[src/rtl/gdi_pkg.sv]
// Package: shared types, constants and month tables of the date insight pipeline.
`default_nettype none
package gdi_pkg;

  localparam int unsigned DayW    = 5;
  localparam int unsigned MonthW  = 4;
  localparam int unsigned YearW   = 14;
  localparam int unsigned ShYearW = 15;   // year + 400 - a
  localparam int unsigned QuotW   = 8;    // quotient by 100
  localparam int unsigned SumW    = 16;
  localparam int unsigned WdayW   = 3;
  localparam int unsigned ToYearW = 9;

  // Reciprocal of 100: (x * Recip100) >> Recip100Shift is exact for x < 43691
  localparam int unsigned RecipW        = 13;
  localparam int unsigned Recip100Shift = 19;
  localparam logic [RecipW-1:0] Recip100 = 13'd5243;

  localparam logic [ShYearW-1:0] CycleYears = 15'd400;
  localparam logic [MonthW-1:0]  MonthJan   = 4'd1;
  localparam logic [MonthW-1:0]  MonthFeb   = 4'd2;
  localparam logic [WdayW-1:0]   WdaySun    = 3'd0;
  localparam logic [WdayW-1:0]   WdaySat    = 3'd6;
  localparam logic [WdayW-1:0]   WeekLen    = 3'd7;

  // Stage 1 beat: inputs plus shifted year and quotients by 100
  typedef struct packed {
    logic [DayW-1:0]    day;
    logic [MonthW-1:0]  month;
    logic [YearW-1:0]   year;
    logic [ShYearW-1:0] ys;
    logic [QuotW-1:0]   qs;
    logic [QuotW-1:0]   qy;
  } s1_t;

  // Stage 2 beat: weekday sum and leap flag
  typedef struct packed {
    logic [DayW-1:0]   day;
    logic [MonthW-1:0] month;
    logic              leap;
    logic [SumW-1:0]   sum;
  } s2_t;

  // floor(31 * m / 12) with m the month counted from March
  function automatic logic [DayW-1:0] month_offset(input logic [MonthW-1:0] month);
    logic [DayW-1:0] r;
    case (month)
      4'd1:    r = 5'd28;
      4'd2:    r = 5'd31;
      4'd3:    r = 5'd2;
      4'd4:    r = 5'd5;
      4'd5:    r = 5'd7;
      4'd6:    r = 5'd10;
      4'd7:    r = 5'd12;
      4'd8:    r = 5'd15;
      4'd9:    r = 5'd18;
      4'd10:   r = 5'd20;
      4'd11:   r = 5'd23;
      4'd12:   r = 5'd25;
      default: r = 5'd0;
    endcase
    return r;
  endfunction

  // Common-year month length, 0 for a month code outside 1..12
  function automatic logic [DayW-1:0] month_len(input logic [MonthW-1:0] month);
    logic [DayW-1:0] r;
    case (month)
      4'd1, 4'd3, 4'd5, 4'd7, 4'd8, 4'd10, 4'd12: r = 5'd31;
      4'd4, 4'd6, 4'd9, 4'd11:                    r = 5'd30;
      4'd2:                                       r = 5'd28;
      default:                                    r = 5'd0;
    endcase
    return r;
  endfunction

  // Days in the months after this one, common year
  function automatic logic [ToYearW-1:0] later_days(input logic [MonthW-1:0] month);
    logic [ToYearW-1:0] r;
    case (month)
      4'd1:    r = 9'd334;
      4'd2:    r = 9'd306;
      4'd3:    r = 9'd275;
      4'd4:    r = 9'd245;
      4'd5:    r = 9'd214;
      4'd6:    r = 9'd184;
      4'd7:    r = 9'd153;
      4'd8:    r = 9'd122;
      4'd9:    r = 9'd92;
      4'd10:   r = 9'd61;
      4'd11:   r = 9'd31;
      default: r = 9'd0;
    endcase
    return r;
  endfunction

endpackage
`default_nettype wire

[src/rtl/gregorian_date_insights.sv]
// Top level: Gregorian date insight pipeline (weekday and days remaining).
//
// Usage: drive day_of_month_i, month_number_i and year_number_i and raise
// start_i for one cycle per date. A date is taken at every rising edge with
// start_i high and busy_o low; busy_o is always low, so one date can be
// taken every cycle (one item per clock sustained).
// Each date passes three register stages: the reciprocal multiplies for the
// quotients by 100, the leap flag and weekday sum, then the modulo-7 fold
// and month tables into the output registers. Its result beat appears on
// the result ports once the output registers take it, marked by done_o for
// exactly one cycle; results leave in input order.
// Invalid dates (month outside 1..12, day 0 or past month end) give
// date_valid_o low and all other result fields zero.
// The receiver cannot stall: it must take each beat while done_o is high.
// Reset (rst_ni low, asynchronous) clears the stage valid bits, so no beat
// is in flight afterwards; the data registers are not reset.
`default_nettype none
module gregorian_date_insights (
  input  wire logic                        clk_i,
  input  wire logic                        rst_ni,
  input  wire logic                        start_i,
  output logic                             busy_o,
  input  wire logic [gdi_pkg::DayW-1:0]    day_of_month_i,
  input  wire logic [gdi_pkg::MonthW-1:0]  month_number_i,
  input  wire logic [gdi_pkg::YearW-1:0]   year_number_i,
  output logic                             done_o,
  output logic [gdi_pkg::WdayW-1:0]        weekday_o,
  output logic                             is_weekend_o,
  output logic                             is_business_day_o,
  output logic [gdi_pkg::WdayW-1:0]        days_to_week_end_o,
  output logic [gdi_pkg::DayW-1:0]         days_to_month_end_o,
  output logic [gdi_pkg::ToYearW-1:0]      days_to_year_end_o,
  output logic                             date_valid_o
);
  import gdi_pkg::*;

  logic accept;
  logic v1, v2;
  s1_t  b1;
  s2_t  b2;

  // pipeline never stalls
  assign busy_o = 1'b0;
  assign accept = start_i && !busy_o;

  gdi_front u_front (
    .clk_i   (clk_i),
    .rst_ni  (rst_ni),
    .valid_i (accept),
    .day_i   (day_of_month_i),
    .month_i (month_number_i),
    .year_i  (year_number_i),
    .valid_o (v1),
    .beat_o  (b1)
  );

  gdi_sum u_sum (
    .clk_i   (clk_i),
    .rst_ni  (rst_ni),
    .valid_i (v1),
    .beat_i  (b1),
    .valid_o (v2),
    .beat_o  (b2)
  );

  gdi_finish u_finish (
    .clk_i               (clk_i),
    .rst_ni              (rst_ni),
    .valid_i             (v2),
    .beat_i              (b2),
    .done_o              (done_o),
    .weekday_o           (weekday_o),
    .is_weekend_o        (is_weekend_o),
    .is_business_day_o   (is_business_day_o),
    .days_to_week_end_o  (days_to_week_end_o),
    .days_to_month_end_o (days_to_month_end_o),
    .days_to_year_end_o  (days_to_year_end_o),
    .date_valid_o        (date_valid_o)
  );
endmodule
`default_nettype wire

[src/rtl/gdi_front.sv]
// Stage 1: shifted year and quotients by 100 through reciprocal multiplies.
`default_nettype none
module gdi_front (
  input  wire logic                      clk_i,
  input  wire logic                      rst_ni,
  input  wire logic                      valid_i,
  input  wire logic [gdi_pkg::DayW-1:0]  day_i,
  input  wire logic [gdi_pkg::MonthW-1:0] month_i,
  input  wire logic [gdi_pkg::YearW-1:0] year_i,
  output logic                           valid_o,
  output gdi_pkg::s1_t                   beat_o
);
  import gdi_pkg::*;

  logic                            a_jf;
  logic [ShYearW-1:0]              ys;
  logic [ShYearW+RecipW-1:0]       prod_s;
  logic [YearW+RecipW-1:0]         prod_y;
  s1_t                             beat_d, beat_q;
  logic                            valid_q;

  // January and February belong to the previous shifted year
  always_comb begin
    a_jf   = (month_i <= MonthFeb);
    ys     = {1'b0, year_i} + CycleYears - {{(ShYearW-1){1'b0}}, a_jf};
    prod_s = {{RecipW{1'b0}}, ys} * {{ShYearW{1'b0}}, Recip100};
    prod_y = {{RecipW{1'b0}}, year_i} * {{YearW{1'b0}}, Recip100};
    beat_d.day   = day_i;
    beat_d.month = month_i;
    beat_d.year  = year_i;
    beat_d.ys    = ys;
    beat_d.qs    = prod_s[Recip100Shift +: QuotW];
    beat_d.qy    = prod_y[Recip100Shift +: QuotW];
  end

  always_ff @(posedge clk_i or negedge rst_ni) begin
    if (!rst_ni) begin
      valid_q <= 1'b0;
    end else begin
      valid_q <= valid_i;
    end
  end

  always_ff @(posedge clk_i) begin
    if (valid_i) begin
      beat_q <= beat_d;
    end
  end

  assign valid_o = valid_q;
  assign beat_o  = beat_q;
endmodule
`default_nettype wire

[src/rtl/gdi_sum.sv]
// Stage 2: leap-year flag and the shifted-month weekday sum.
`default_nettype none
module gdi_sum (
  input  wire logic         clk_i,
  input  wire logic         rst_ni,
  input  wire logic         valid_i,
  input  gdi_pkg::s1_t      beat_i,
  output logic              valid_o,
  output gdi_pkg::s2_t      beat_o
);
  import gdi_pkg::*;

  logic [YearW-1:0] rem_y;
  s2_t              beat_d, beat_q;
  logic             valid_q;

  always_comb begin
    // year % 100 from the quotient
    rem_y = beat_i.year - ({{(YearW-QuotW){1'b0}}, beat_i.qy} * 14'd100);
    beat_d.day   = beat_i.day;
    beat_d.month = beat_i.month;
    beat_d.leap  = ((beat_i.year[1:0] == 2'd0) && (rem_y != '0)) ||
                   ((rem_y == '0) && (beat_i.qy[1:0] == 2'd0));
    // day + y + y/4 - y/100 + y/400 + floor(31m/12)
    beat_d.sum   = {{(SumW-DayW){1'b0}}, beat_i.day}
                 + {{(SumW-ShYearW){1'b0}}, beat_i.ys}
                 + {{(SumW-ShYearW+2){1'b0}}, beat_i.ys[ShYearW-1:2]}
                 - {{(SumW-QuotW){1'b0}}, beat_i.qs}
                 + {{(SumW-QuotW+2){1'b0}}, beat_i.qs[QuotW-1:2]}
                 + {{(SumW-DayW){1'b0}}, month_offset(beat_i.month)};
  end

  always_ff @(posedge clk_i or negedge rst_ni) begin
    if (!rst_ni) begin
      valid_q <= 1'b0;
    end else begin
      valid_q <= valid_i;
    end
  end

  always_ff @(posedge clk_i) begin
    if (valid_i) begin
      beat_q <= beat_d;
    end
  end

  assign valid_o = valid_q;
  assign beat_o  = beat_q;
endmodule
`default_nettype wire

[src/rtl/gdi_finish.sv]
// Stage 3: weekday modulo 7, validity and remaining-day counts into output registers.
`default_nettype none
module gdi_finish (
  input  wire logic                         clk_i,
  input  wire logic                         rst_ni,
  input  wire logic                         valid_i,
  input  gdi_pkg::s2_t                      beat_i,
  output logic                              done_o,
  output logic [gdi_pkg::WdayW-1:0]         weekday_o,
  output logic                              is_weekend_o,
  output logic                              is_business_day_o,
  output logic [gdi_pkg::WdayW-1:0]         days_to_week_end_o,
  output logic [gdi_pkg::DayW-1:0]          days_to_month_end_o,
  output logic [gdi_pkg::ToYearW-1:0]       days_to_year_end_o,
  output logic                              date_valid_o
);
  import gdi_pkg::*;

  logic [5:0]         fold1;
  logic [3:0]         fold2;
  logic [WdayW-1:0]   wd;
  logic [DayW-1:0]    len;
  logic               ok;
  logic [DayW-1:0]    to_month;
  logic [ToYearW-1:0] to_year;
  logic [WdayW-1:0]   wday_d, wday_q, wend_d, wend_q;
  logic               wkend_d, wkend_q, biz_d, biz_q, ok_q;
  logic [DayW-1:0]    tom_q;
  logic [ToYearW-1:0] toy_q;
  logic               done_q;

  always_comb begin
    // mod 7 by folding octal digits (8 = 1 mod 7)
    fold1 = {3'b0, beat_i.sum[2:0]} + {3'b0, beat_i.sum[5:3]} + {3'b0, beat_i.sum[8:6]}
          + {3'b0, beat_i.sum[11:9]} + {3'b0, beat_i.sum[14:12]}
          + {5'b0, beat_i.sum[15]};
    fold2 = {1'b0, fold1[5:3]} + {1'b0, fold1[2:0]};
    if (fold2 >= {1'b0, WeekLen}) begin
      wd = 3'(fold2 - {1'b0, WeekLen});
    end else begin
      wd = fold2[WdayW-1:0];
    end

    // month length and validity
    len = month_len(beat_i.month);
    if ((beat_i.month == MonthFeb) && beat_i.leap) begin
      len = 5'd29;
    end
    ok       = (len != '0) && (beat_i.day != '0) && (beat_i.day <= len);
    to_month = len - beat_i.day;
    to_year  = {{(ToYearW-DayW){1'b0}}, to_month} + later_days(beat_i.month)
             + {{(ToYearW-1){1'b0}}, (beat_i.month == MonthJan) && beat_i.leap};

    // invalid dates give all-zero fields
    wday_d  = ok ? wd : '0;
    wkend_d = ok && ((wd == WdaySun) || (wd == WdaySat));
    biz_d   = ok && !((wd == WdaySun) || (wd == WdaySat));
    wend_d  = (ok && (wd != WdaySun)) ? (WeekLen - wd) : '0;
  end

  always_ff @(posedge clk_i or negedge rst_ni) begin
    if (!rst_ni) begin
      done_q <= 1'b0;
    end else begin
      done_q <= valid_i;
    end
  end

  always_ff @(posedge clk_i) begin
    if (valid_i) begin
      wday_q  <= wday_d;
      wkend_q <= wkend_d;
      biz_q   <= biz_d;
      wend_q  <= wend_d;
      tom_q   <= ok ? to_month : '0;
      toy_q   <= ok ? to_year : '0;
      ok_q    <= ok;
    end
  end

  assign done_o              = done_q;
  assign weekday_o           = wday_q;
  assign is_weekend_o        = wkend_q;
  assign is_business_day_o   = biz_q;
  assign days_to_week_end_o  = wend_q;
  assign days_to_month_end_o = tom_q;
  assign days_to_year_end_o  = toy_q;
  assign date_valid_o        = ok_q;
endmodule
`default_nettype wire
[config.mk]
export PLATFORM = sky130hd
export DESIGN_NAME = gregorian_date_insights
export DESIGN_NICKNAME = d
export VERILOG_FILES = /design/src/rtl/gdi_pkg.sv /design/src/rtl/gregorian_date_insights.sv /design/src/rtl/gdi_front.sv /design/src/rtl/gdi_sum.sv /design/src/rtl/gdi_finish.sv
export SDC_FILE = /design/constraint.sdc
export NUM_CORES = 1
export LEC_CHECK = 0
export BUFFER_PORTS_ARGS = -buffer_cell sky130_fd_sc_hd__buf_4
export CORE_UTILIZATION = 45
export CTS_CLUSTER_DIAMETER = 30
export DETAILED_ROUTE_END_ITERATION = 6
export PLACE_DENSITY_LB_ADDON = 0.25
export SETUP_SLACK_MARGIN = 0.3
export SYNTH_ARGS = -nofsm -noshare
export SYNTH_HDL_FRONTEND = slang
export SYNTH_SLANG_ARGS = --single-unit
[constraint.sdc]
create_clock -name clk_i -period 4.9 [get_ports clk_i]
set_input_delay 0.735 -clock clk_i [delete_from_list [all_inputs] [get_ports clk_i]]
set_output_delay 0.735 -clock clk_i [all_outputs]
set_load 0.05 [all_outputs]
======== Word level (Yosys, flattened, before mapping) ========
Memory sizes are Yosys's and may differ from the RTL's. A register that Yosys moved wholly into a read port is not among the register bits.
Cells that the tools add are included.
operators by class
  add/sub/neg operators ................... 19
  $mul .................................... 3
  order comparisons ....................... 3
  eq/ne operators ......................... 3
  muxes and demuxes ....................... 5
  reduce and logical (&&, ||, !) cells .... 20
operators with widths
  operator                                             count
  multiplier 14 x 13 -> 27 bit, second input constant  1
  multiplier 15 x 13 -> 27 bit, second input constant  1
  adder 6 x 3 -> 6 bit                                 3
  adder 16 x 13 -> 16 bit                              1
  adder 16 x 5 -> 16 bit                               1
  adder 16 x 6 -> 16 bit                               1
  adder 5 x 15 -> 16 bit                               1
  subtractor 16 x 8 -> 16 bit                          1
  adder 14 x 9 -> 15 bit, second input constant        1
  subtractor 15 x 1 -> 15 bit                          1
  zero test 14 bit                                     1
  nonzero test 14 bit                                  1
  subtractor 14 bit                                    1
  multiplier 8 x 5 -> 12 bit, second input constant    1
  two-way mux 4 bit                                    3
  nonzero test 5 bit                                   2
  adder 5 x 9 -> 9 bit                                 1
  adder 9 x 1 -> 9 bit                                 1
  logical AND 1 bit                                    9
  adder 3 x 3 -> 4 bit                                 2
  adder 6 x 1 -> 6 bit                                 1
  <= comparator 5 bit                                  1
  two-way mux 5 bit                                    1
  subtractor 5 bit                                     1
  13 further kinds                                     15
word-level totals
  register bits ........................... 106
  ROM bits ................................ 304
  input bits .............................. 26
  output and inout bits ................... 25
  word-level logic and storage cells ...... 76
  memories kept ........................... 3
memories
  memory            depth  width  rd ports  clocked after Yosys merged registers in  write ports  line           RTL
  (name not given)  16     9      1         1                                        0            gdi_pkg.sv:80  case (month)
  (name not given)  16     5      1         1                                        0            gdi_pkg.sv:68  case (month)
  (name not given)  16     5      1         1                                        0            gdi_pkg.sv:47  case (month)

======== Longest topological paths before layout ========
Gate-level depths: netlist of run 1.
  depth in word-level cells ............... 12
  gate-level depth with buffers ........... 32

======== Cells and area by module ========
Synthesis of run 1 repeated with hierarchy kept, for this count alone.
second synthesis, totals
  cell total of the unflattened synthesis .. 1457
  area, all modules ....................... 15056.9 um^2
modules (own cells, without submodules)
  module                   times used  cells each  area each (um^2)
  gdi_front                1           877         9311.4
  gdi_sum                  1           357         3547.2
  gdi_finish               1           221         2187.1
  gregorian_date_insights  1           2           11.3

======== Worst setup path before layout of run 1 ========
Ideal clock, no wire load.
  path kind ............................... input port to flip-flop
  start point ............................. in month_number_i[0] in the netlist's numbering
  end point ............................... reg u_front.beat_q, in the netlist u_front.beat_o[14], data pin
  arrival ................................. 7572 ps
  required time ........................... 4638 ps
  slack ................................... -2934 ps
  stages on the path ...................... 32
  path through ............................ a211oi_1 > ha_1 > inv_1 > ha_1 > fa_1 > a21o_1 > a21oi_1 > nor2b_1 > or3_1 > a211oi_1 > o21a_1 > xnor2_1 > inv_1 > fa_1 > inv_1 > ha_1 > inv_1 > fa_1 > inv_1 > fa_1 > inv_1 > fa_1 > inv_1 > ha_1 > nand4_1 > nor2_1 > a211oi_4 > a311oi_2 > and4_4 > a2111oi_4 > o21bai_1 > xor2_1
between the ends
  longest elaborated chain between the ends .. 3
ends and longest elaborated chain
  element                       line                           RTL
  from (decl)                   gregorian_date_insights.sv:24  input wire logic [gdi_pkg::MonthW-1:0] month_number_i,
  <= comparator 4 x 2 -> 1 bit  gdi_front.sv:24                a_jf = (month_i <= MonthFeb);
  subtractor 15 x 1 -> 15 bit   gdi_front.sv:25                ys = {1'b0, year_i} + CycleYears - {{(ShYearW-1){1'b0}}, a_jf};
  named net u_front.ys[11]      gdi_front.sv:16                logic [ShYearW-1:0] ys;
  multiplier 15 x 13 -> 27 bit  gdi_front.sv:26                prod_s = {{RecipW{1'b0}}, ys} * {{ShYearW{1'b0}}, Recip100};
  named net u_front.prod_s[25]  gdi_front.sv:17                logic [ShYearW+RecipW-1:0] prod_s;
  to (signal assigned)          gdi_front.sv:46                beat_q <= beat_d;
  to (decl)                     gdi_front.sv:19                s1_t beat_d, beat_q;
The timed path passes the listed nets, and every way through them passes these cells.
A chain may end at the register's enable or synchronous reset.

======== Worst setup path in the final report of run 1 ========
  start point ............................. in month_number_i[0] in the netlist's numbering
  end point ............................... reg u_front.beat_q, in the netlist u_front.beat_o[13], data pin
The elaborated chain is that of the path after synthesis.

==> results of run 1 <==
## cells by family after synthesis
kind of cell / synth area share, %
fa+ha+maj: 49.3
xor+xnor: 4.57
simple gates: 5.12
compound gates: 7.25
other cells: 0.0251
mux: 1.05
flops: 23.5
buf+inv: 9.24
## repair_timing
action | CTS | global route
setup buffers | 10 | 7
pin swaps | 65 | 45
hold buffers | 0 | 0
resized for setup | 69 | 59
endpoints found under the setup margin | 22 | 24
## worst max path at each step
| stage | start | cells past startpoint | to |
|---|---|---|---|
| CTS | month_number_i[0] | 32 | u_front.beat_o[14] |
| floorplan | month_number_i[1] | 32 | u_front.beat_o[14] |
| detailed placement | month_number_i[1] | 32 | u_front.beat_o[14] |
| finish | month_number_i[0] | 34 | u_front.beat_o[13] |
| global route | month_number_i[0] | 34 | u_front.beat_o[13] |
| global placement | month_number_i[1] | 34 | u_front.beat_o[14] |
## layer usage
metal	global-route usage [%]	up-vias	share of wire, %
li1	-	4997	-
met1	22.3	4783	44
met2	34.0	130	51
met3	2.59	34	2.6
met4	5.17	0	1.9
met5	0	-	0
## per-stage QoR
step	hold slack, ns	TNS, ns	instances	setup slack, ns	cell area, µm²
6_report	0.0854	-16.68	2079	-2.34	18600
5_1_grt	0.0636	-19.06	2079	-2.61	18600
4_1_cts	0.0644	-17.36	2072	-2.41	18300
3_5_place_dp	0.494	-26.05	2030	-3.08	17200
3_3_place_gp	0.509	-24.93	2030	-2.98	17200
2_1_floorplan	0.439	-17.34	1384	-2.46	15100
## final cells by class
type / count / area share, %
clock inverter: 15 / 1.11
multi-input combinational: 894 / 57.6
tap: 442 / 2.97
timing repair buffer: 226 / 9.92
clock buffer: 17 / 2.28
sequential: 123 / 18.8
inverter: 362 / 7.29
## layout by cell type, fill, tap and decap left out, types with 20 or more instances in the layout
cell      synthesis  final
ha_4              0     22
a21oi_1          45     34
nand2_1          26     23
edfxtp_1        103    103
nor2_1           50     47
fa_1            170    165
inv_1           362    346
xnor2_1          51     45
buf_4             1    199
o21ai_0          26     20
ha_1            317    289
a21o_1           22     22
xor2_1           27     22
==> metrics, run 1 <==
vias in the first global route=approximately 11000; routability cong.=0.836; final setup margin=-2.34 ns; setup violators final=8; Ports=a little over 50; share of the synthesized area in the top cell type=around a quarter; Synth area leaders=ha_1, fa_1, edfxtp_1; Max Freq=~0.14 GHz; Seq/Total Area, Yosys=23.5%; via count=9944; Rel. slew slack=between 40% and 50%; Tcrit/Tclk final=148%; Yosys reg bits=about 120; CP dominant cell by count=inv_2; slowest stage delay, CP=0.51 ns; layout cells sized above 1=23.1%; delay-heaviest family, CP=adder cells; antenna-violating nets left=0; R2R Setup Slk=approximately 0.15 ns; Tmin final=just over 7 ns; max_cap viols=0; r2r endpoint=u_finish.days_to_week_end_o[2]; initial antenna violation count=1; Reg area=between 0.003 and 0.004 mm²; DP HPWL=~25000 µm; Fillers=about 2700; syn nets=1897; ANT cells=0; Final Hold Fails=0; cell area after synthesis=about 0.015 mm²; row count=66; Hold WC Path Type=input port to asynchronous set/reset pin; Buf+Inv Stages, Crit Path=10; WS Path Type=input port to flop; top-count cell post-synth=inv_1; largest area contributor in the netlist=ha_1; TritonRoute pass-1 iters=4; first-pass GRT wire length=approximately 49000 µm; Slew @ Worst Pin=about 0.84 ns; dominant synthesized flop cell=edfxtp_1; DRC errors left=0; Initial Util=~46%; htree depth=4; YS warnings=0; PortBufs=49; Post-synth top cells=inv_1, ha_1, fa_1, edfxtp_1, xnor2_1; Slew Viols, Final=0; Final Skew=0.00872 ns; routed len/inst=roughly 14 µm; RSZ-0062 raised after global routing=true; Vert. Die Dim=around 180 µm; Post-synth EDFFs=between 100 and 150; GRT Total Usage=roughly 18%; Yosys cell types=63; core area=roughly 0.033 mm²; worst path arrival time=between 7 and 8 ns; Root Buffer=clkbuf_16; cells after synthesis=1384; pin count of the biggest net entering global routing=a little over 60; CTS sink cnt=about 120; Die X=between 150 and 200 µm; CTS Buffer Depth=2; worst reg2reg startpoint=u_sum.beat_o[0]; cts bufs inserted=17; GR Overflow Total=0; syn avg cell area=between 10 and 15 µm²; failing checks=negative setup slack; path depth of the worst reg2reg path=17; NumNets Final=about 2100; Max FO, Critical Path=5; multi-input logic area=around 0.011 mm²; DR vias/cell=approximately 4.8; Final Core Density=57.2%; CP endpoint kind=flop; Layout Area Growth over Synthesis=24.7%; CP max-delay cell=fa_1; asr flop ratio synth=2.44%; worst endpoint required time=just over 5 ns; Reg clk slew, reported paths=approximately 0.060 ns; Die ar.=between 0.03 and 0.04 mm²; detailed router's first-iteration violation count=roughly 340; status=finished with violations; drt total wl=between 20000 and 30000 µm; CP Launch Type=input port; TritonCTS clock tree=yes; clk_lat worst skew=around 0.43 ns
Power of run 1 is not shown: default switching activity piles up to over one toggle a cycle in this logic, so the estimate is an artifact.
==> run 2, diff against run 1 <==
SETUP_SLACK_MARGIN = 0.15   (was 0.3)
==> run 2 against run 1 <==
The flow still finishes with violations (negative setup slack). Die area did not move. Clock skew down 0.0026 ns. First-iteration DRC count fell by 17%. Via count is 2.0% higher. Worst setup slack got worse by 0.074 ns. Hold slack improved by 0.0034 ns. Maximum frequency down 1.0%. Sequential share of layout area decreased by 0.19 points. Flip-flop and latch count is the same. Count of clock-buffer cells in the layout rose by 1. Routed wire length up 1.7%. Critical path depth grew 9. Critical path type unchanged.
==> metrics, run 2 (synthesis gave the netlist of run 1 again) <==
most frequent cells in the layout=inv_1, ha_1, buf_4, fa_1, edfxtp_1 (unchanged); Max FO, Critical Path=3 (was 5); pin count of the biggest net entering global routing=50 (was 61); Setup WS pre-CTS=-3.09 ns (was -3.08 ns); Rel. slew slack=36.5% (was 44.3%); Root Buffer=clkbuf_16 (unchanged); worst path arrival time=7.48 ns (was 7.42 ns); Slew @ Worst Pin=0.945 ns (was 0.836 ns); design area=0.0188 mm² (was 0.0186 mm²); Die X=184 µm (unchanged); placed cell area=0.0173 mm² (was 0.0172 mm²); Final Hold Fails=0 (unchanged); CP dominant cell by count=buf_4 (was inv_2); drt total wl=29600 µm (was 29100 µm); layout cells sized above 1=24.4% (was 23.1%); GR Overflow Total=0 (unchanged); via count=10100 (was 9944); Setup TNS=-17.30 ns (was -16.68 ns); DR vias/cell=4.79 (was 4.78); Vert. Die Dim=184 µm (unchanged); core area=0.0326 mm² (unchanged); CTS Buffer Depth=2 (unchanged); Layout Area Growth over Synthesis=26.0% (was 24.7%); first-pass GRT wire length=50000 µm (was 48900 µm); vias in the first global route=10700 (was 10600); multi-input logic area=0.0107 mm² (about the same); CP max-delay cell=fa_1 (unchanged); Max Freq=0.137 GHz (was 0.138 GHz); Tcrit/Tclk final=149% (was 148%); DRC errors left=0 (unchanged); non-filler instance count after layout=2117 (was 2079); NumNets Final=2175 (was 2137); detailed router's first-iteration violation count=279 (was 335); setup violators final=11 (was 8); path depth of the worst reg2reg path=17 (unchanged); ANT cells=0 (unchanged); Slew Viols, Final=0 (unchanged); Post-Place Cells=2042 (was 2030); row count=66 (unchanged); slowest stage delay, CP=0.49 ns (was 0.51 ns); routability cong.=0.895 (was 0.836); final setup margin=-2.41 ns (was -2.34 ns); DP HPWL=25200 µm (was 24600 µm); WS Path Type=input port to flop (unchanged); worst endpoint required time=5.07 ns (was 5.08 ns); initial antenna violation count=1 (unchanged); Hold WC Path Type=input port to asynchronous set/reset pin (unchanged); TritonCTS clock tree=yes (unchanged); max_cap viols=0 (unchanged); clk_lat worst skew=0.42 ns (was 0.43 ns); Fillers=2741 (was 2708); GRT Total Usage=18.8% (was 18.5%); commonest non-fill, non-tap cell in the layout=inv_1 (unchanged); antenna-violating nets left=0 (unchanged); cts bufs inserted=17 (unchanged); htree depth=4 (unchanged); Final Skew=0.00614 ns (was 0.00872 ns); Ports=51 (unchanged); CTS sink cnt=123 (unchanged); Reg area=0.00351 mm² (unchanged); Die ar.=0.0340 mm² (unchanged); Reg clk slew, reported paths=0.06 ns (about the same); status=finished with violations (unchanged); CP endpoint kind=flop (unchanged); Initial Util=45.8% (unchanged); failing checks=negative setup slack (unchanged); CP Launch Type=input port (unchanged); routed len/inst=14.0 µm (about the same); PortBufs=49 (unchanged); RSZ-0062 raised after global routing=true (unchanged); Tmin final=7.31 ns (was 7.24 ns); TritonRoute pass-1 iters=7 (was 4)
## run 2: changes by cell type in the layout (fill, tap and decap cells not counted), moves of 3 or more
cell	delta
buf_4	+45
inv_6	-3
buf_8	-4
a21oi_2	-3
a21oi_4	+3
xor2_2	-3
ha_1	+8
ha_4	-7
buf_12	-3
clkinv_4	+4
## run 2: worst paths after layout
| kind | start | slack, ns | end |
|---|---|---|---|
| max in group asynchronous | rst_ni | 4.72 | u_front.valid_o |
| setup / recovery | month_number_i[0] | -2.41 | u_front.beat_o[14] |
| setup reg to reg | u_sum.beat_o[0] | 0.12 | u_finish.is_business_day_o |
| hold reg to reg | u_front.beat_o[50] | 0.49 | u_sum.beat_o[22] |
| min in group clk_i | u_front.beat_o[50] | 0.49 | u_sum.beat_o[22] |
| hold / removal | rst_ni | 0.09 | u_sum.valid_o |
## run 2: per-layer routing
metal  wire (µm)  track usage [%]
met1       12800             23.2
met2       15300             34.0
met3         818             2.13
met4         631             6.07
met5           0                0
## run 2: area by class of cell
class,instances,share of cell area (%)
clock inverters,14,0.863
inverters,362,7.21
well taps,442,2.94
clock buffers,18,2.33
multi-input cells,894,57.1
flip-flops and latches,123,18.6
repair buffers,264,11.0
## run 2: timing repair
| item | 4_1_cts | 5_1_grt |
|---|---|---|
| pin swaps | 60 | 55 |
| setup endpoints to repair | 23 | 24 |
| buffers inserted | 31 | 12 |
| hold buffers | 0 | 0 |
| gates resized for setup | 68 | 57 |
## run 2: critical path: cells and delay by family
kind                       cells  cell delay (ns)
adders and majority gates      8             2.30
buffers and inverters         20             1.97
AOI/OAI and AO/OA             10             1.69
and+or+nand+nor                3             0.51
xor gates and xnor gates       2             0.28
## run 2: stage by stage
| step | util, % | hold slack [ns] |
|---|---|---|
| final | 57.8 | 0.0888 |
| after global routing | 57.8 | 0.0746 |
| after CTS | 56.5 | 0.0732 |
| after detailed placement | 53.0 | 0.475 |
| after global placement | 53.0 | 0.465 |
| after floorplan | - | 0.439 |
Power of run 2 is left out for the same reason.
==> run 3, diff against run 2 <==
TNS_END_PERCENT = 50   (was default)
clock period = 7.8 ns   (was 4.9 ns; I/O delays follow)
==> run 3 against run 2 <==
The flow now finishes without violations. Clock skew grew 0.0011 ns. Non-clock buffer count shrank 141. First-iteration DRC count shrank 1.4%. Global-route usage shrank 0.95 points. Critical path depth shrank 9. Design area shrank 8.4%. Worst setup slack gained 2.5 ns. Cell count shrank 6.7%. Core utilization shrank 4.8 points. Register-to-register slack gained 2.6 ns. Routed wire length shrank 6.4%. Critical path type unchanged. Critical endpoint unchanged.
==> metrics, run 3 (synthesis gave the netlist of run 1 again) <==
Die ar.=0.0340 mm² (unchanged); GR Overflow Total=0 (unchanged); Slew @ Worst Pin=0.845 ns (was 0.945 ns); detailed router's first-iteration violation count=275 (was 279); most frequent cells in the layout=inv_1, ha_1, fa_1, buf_4, edfxtp_1 (was inv_1, ha_1, buf_4, fa_1, edfxtp_1); row count=66 (unchanged); Final Skew=0.00720 ns (was 0.00614 ns); CP endpoint kind=flop (unchanged); via count=9522 (was 10100); slowest stage delay, CP=0.52 ns (was 0.49 ns); Max FO, Critical Path=5 (was 3); worst path arrival time=7.83 ns (was 7.48 ns); NumNets Final=2034 (was 2175); hold buffers post-CTS=0 (unchanged); first-pass GRT wire length=47300 µm (was 50000 µm); max_cap viols=0 (unchanged); non-filler instance count after layout=1976 (was 2117); Final Hold Fails=0 (unchanged); Hold Crit Depth=0; TritonRoute pass-1 iters=4 (was 7); routed len/inst=14.0 µm (about the same); Min-Delay Endpoint=u_sum.beat_o[22]; Initial Util=45.8% (unchanged); GRT Total Usage=17.8% (was 18.8%); Layout Area Growth over Synthesis=15.4% (was 26.0%); Rel. slew slack=43.6% (was 36.5%); RSZ-0062 raised after global routing=true (unchanged); worst reg2reg startpoint=u_sum.beat_o[0] (unchanged); DRC errors left=0 (unchanged); commonest non-fill, non-tap cell in the layout=inv_1 (unchanged); clk_lat worst skew=0.42 ns (about the same); Vert. Die Dim=184 µm (unchanged); CTS sink cnt=123 (unchanged); vias in the first global route=10200 (was 10700); Max Freq=between 0.1 and 0.15 GHz; status=finished clean (was finished with violations); drt total wl=27700 µm (was 29600 µm); htree depth=4 (unchanged); CP max-delay cell=fa_1 (unchanged); Tcrit/Tclk final=between 90 and 100%; path depth of the worst reg2reg path=17 (unchanged); PortBufs=49 (unchanged); Ports=51 (unchanged); initial antenna violation count=0 (was 1); antenna-violating nets left=0 (unchanged); worst endpoint required time=7.96 ns (was 5.07 ns); r2r endpoint=u_finish.is_business_day_o (unchanged); setup violators final=0 (was 11); ANT cells=0 (unchanged); cts bufs inserted=17 (unchanged); core area=0.0326 mm² (unchanged); R2R Setup Slk=2.67 ns (was 0.12 ns); layout cells sized above 1=13.3% (was 24.4%); Slew Viols, Final=0 (unchanged); Setup TNS=0 ns (was -17.30 ns); CP dominant cell by count=inv_2 (was buf_4); DP HPWL=23600 µm (was 25200 µm); TritonCTS clock tree=yes (unchanged); routability cong.=0.876 (was 0.895); CP Launch Type=input port (unchanged); Post-Place Cells=1931 (was 2042); pin count of the biggest net entering global routing=52 (was 50); Tmin final=about 7.7 ns; DR vias/cell=4.82 (was 4.79); hold wc startpoint=u_front.beat_o[50]; CTS Buffer Depth=2 (unchanged); Hold WC Path Type=flop to flop (was input port to asynchronous set/reset pin); Die X=184 µm (unchanged); Reg clk slew, reported paths=0.06 ns (about the same); Root Buffer=clkbuf_16 (unchanged); WS Path Type=input port to flop (unchanged)
-- run 3: cell types whose count changed in the layout (fill, tap and decap cells not counted), moves of 5 or more --
cell     previous run  this run
buf_4             244       118
buf_6              17         3
ha_1              297       307
inv_1             347       356
inv_2              15         6
a21oi_1            34        41
a21oi_4             5         0
ha_2                5         0
ha_4               15        10
o21ai_0            20        25
-- run 3: worst max path at each step --
| stage | from | to | depth (start not counted) |
|---|---|---|---|
| 3_5_place_dp | month_number_i[1] | u_front.beat_o[14] | 34 |
| 2_1_floorplan | month_number_i[1] | u_front.beat_o[14] | 32 |
| 5_1_grt | month_number_i[0] | u_front.beat_o[15] | 34 |
| 6_report | month_number_i[0] | u_front.beat_o[14] | 34 |
| 3_3_place_gp | month_number_i[1] | u_front.beat_o[14] | 34 |
| 4_1_cts | month_number_i[0] | u_front.beat_o[15] | 34 |
-- run 3: worst max-delay path: cells and delay by family --
family | cells | cell delay (ns)
adders and majority gates | 9 | 3.14
AOI/OAI and AO/OA | 10 | 1.84
and+or+nand+nor | 4 | 0.81
buffers and inverters | 9 | 0.61
xor gates and xnor gates | 2 | 0.25
-- run 3: metal layers --
layer,wire [µm],global-route usage [%]
met2,14100,32.7
met4,537,5.70
met3,654,2.27
met5,0,0
met1,12400,21.5
-- run 3: area by class of cell --
class | instances | area (µm²)
Clock buffer | 18 | 429
Clock inverter | 14 | 160
Fill cell | 2898 | 15400
Inverter | 362 | 1360
Multi-Input combinational cell | 894 | 10300
Sequential cell | 123 | 3510
Tap cell | 442 | 553
Timing Repair Buffer | 123 | 960
-- run 3: timing repair --
action	in CTS	in global routing
setup endpoints to repair	5	5
gates resized for setup	17	6
buffers inserted	10	3
pin swaps	35	9
-- run 3: per-stage QoR --
stage          instance area, µm²  utilization (%)  worst slack (ns)  hold slack [ns]
2_1_floorplan               15100                -          -0.00792            0.448
3_3_place_gp                16400             50.4            -0.445            0.469
3_5_place_dp                16400             50.4            -0.562            0.473
4_1_cts                     17200             52.7            0.0726            0.488
5_1_grt                     17300             52.9            -0.181            0.505
6_report                    17300             52.9             0.138            0.480
Power of run 3 is left out for the same reason.
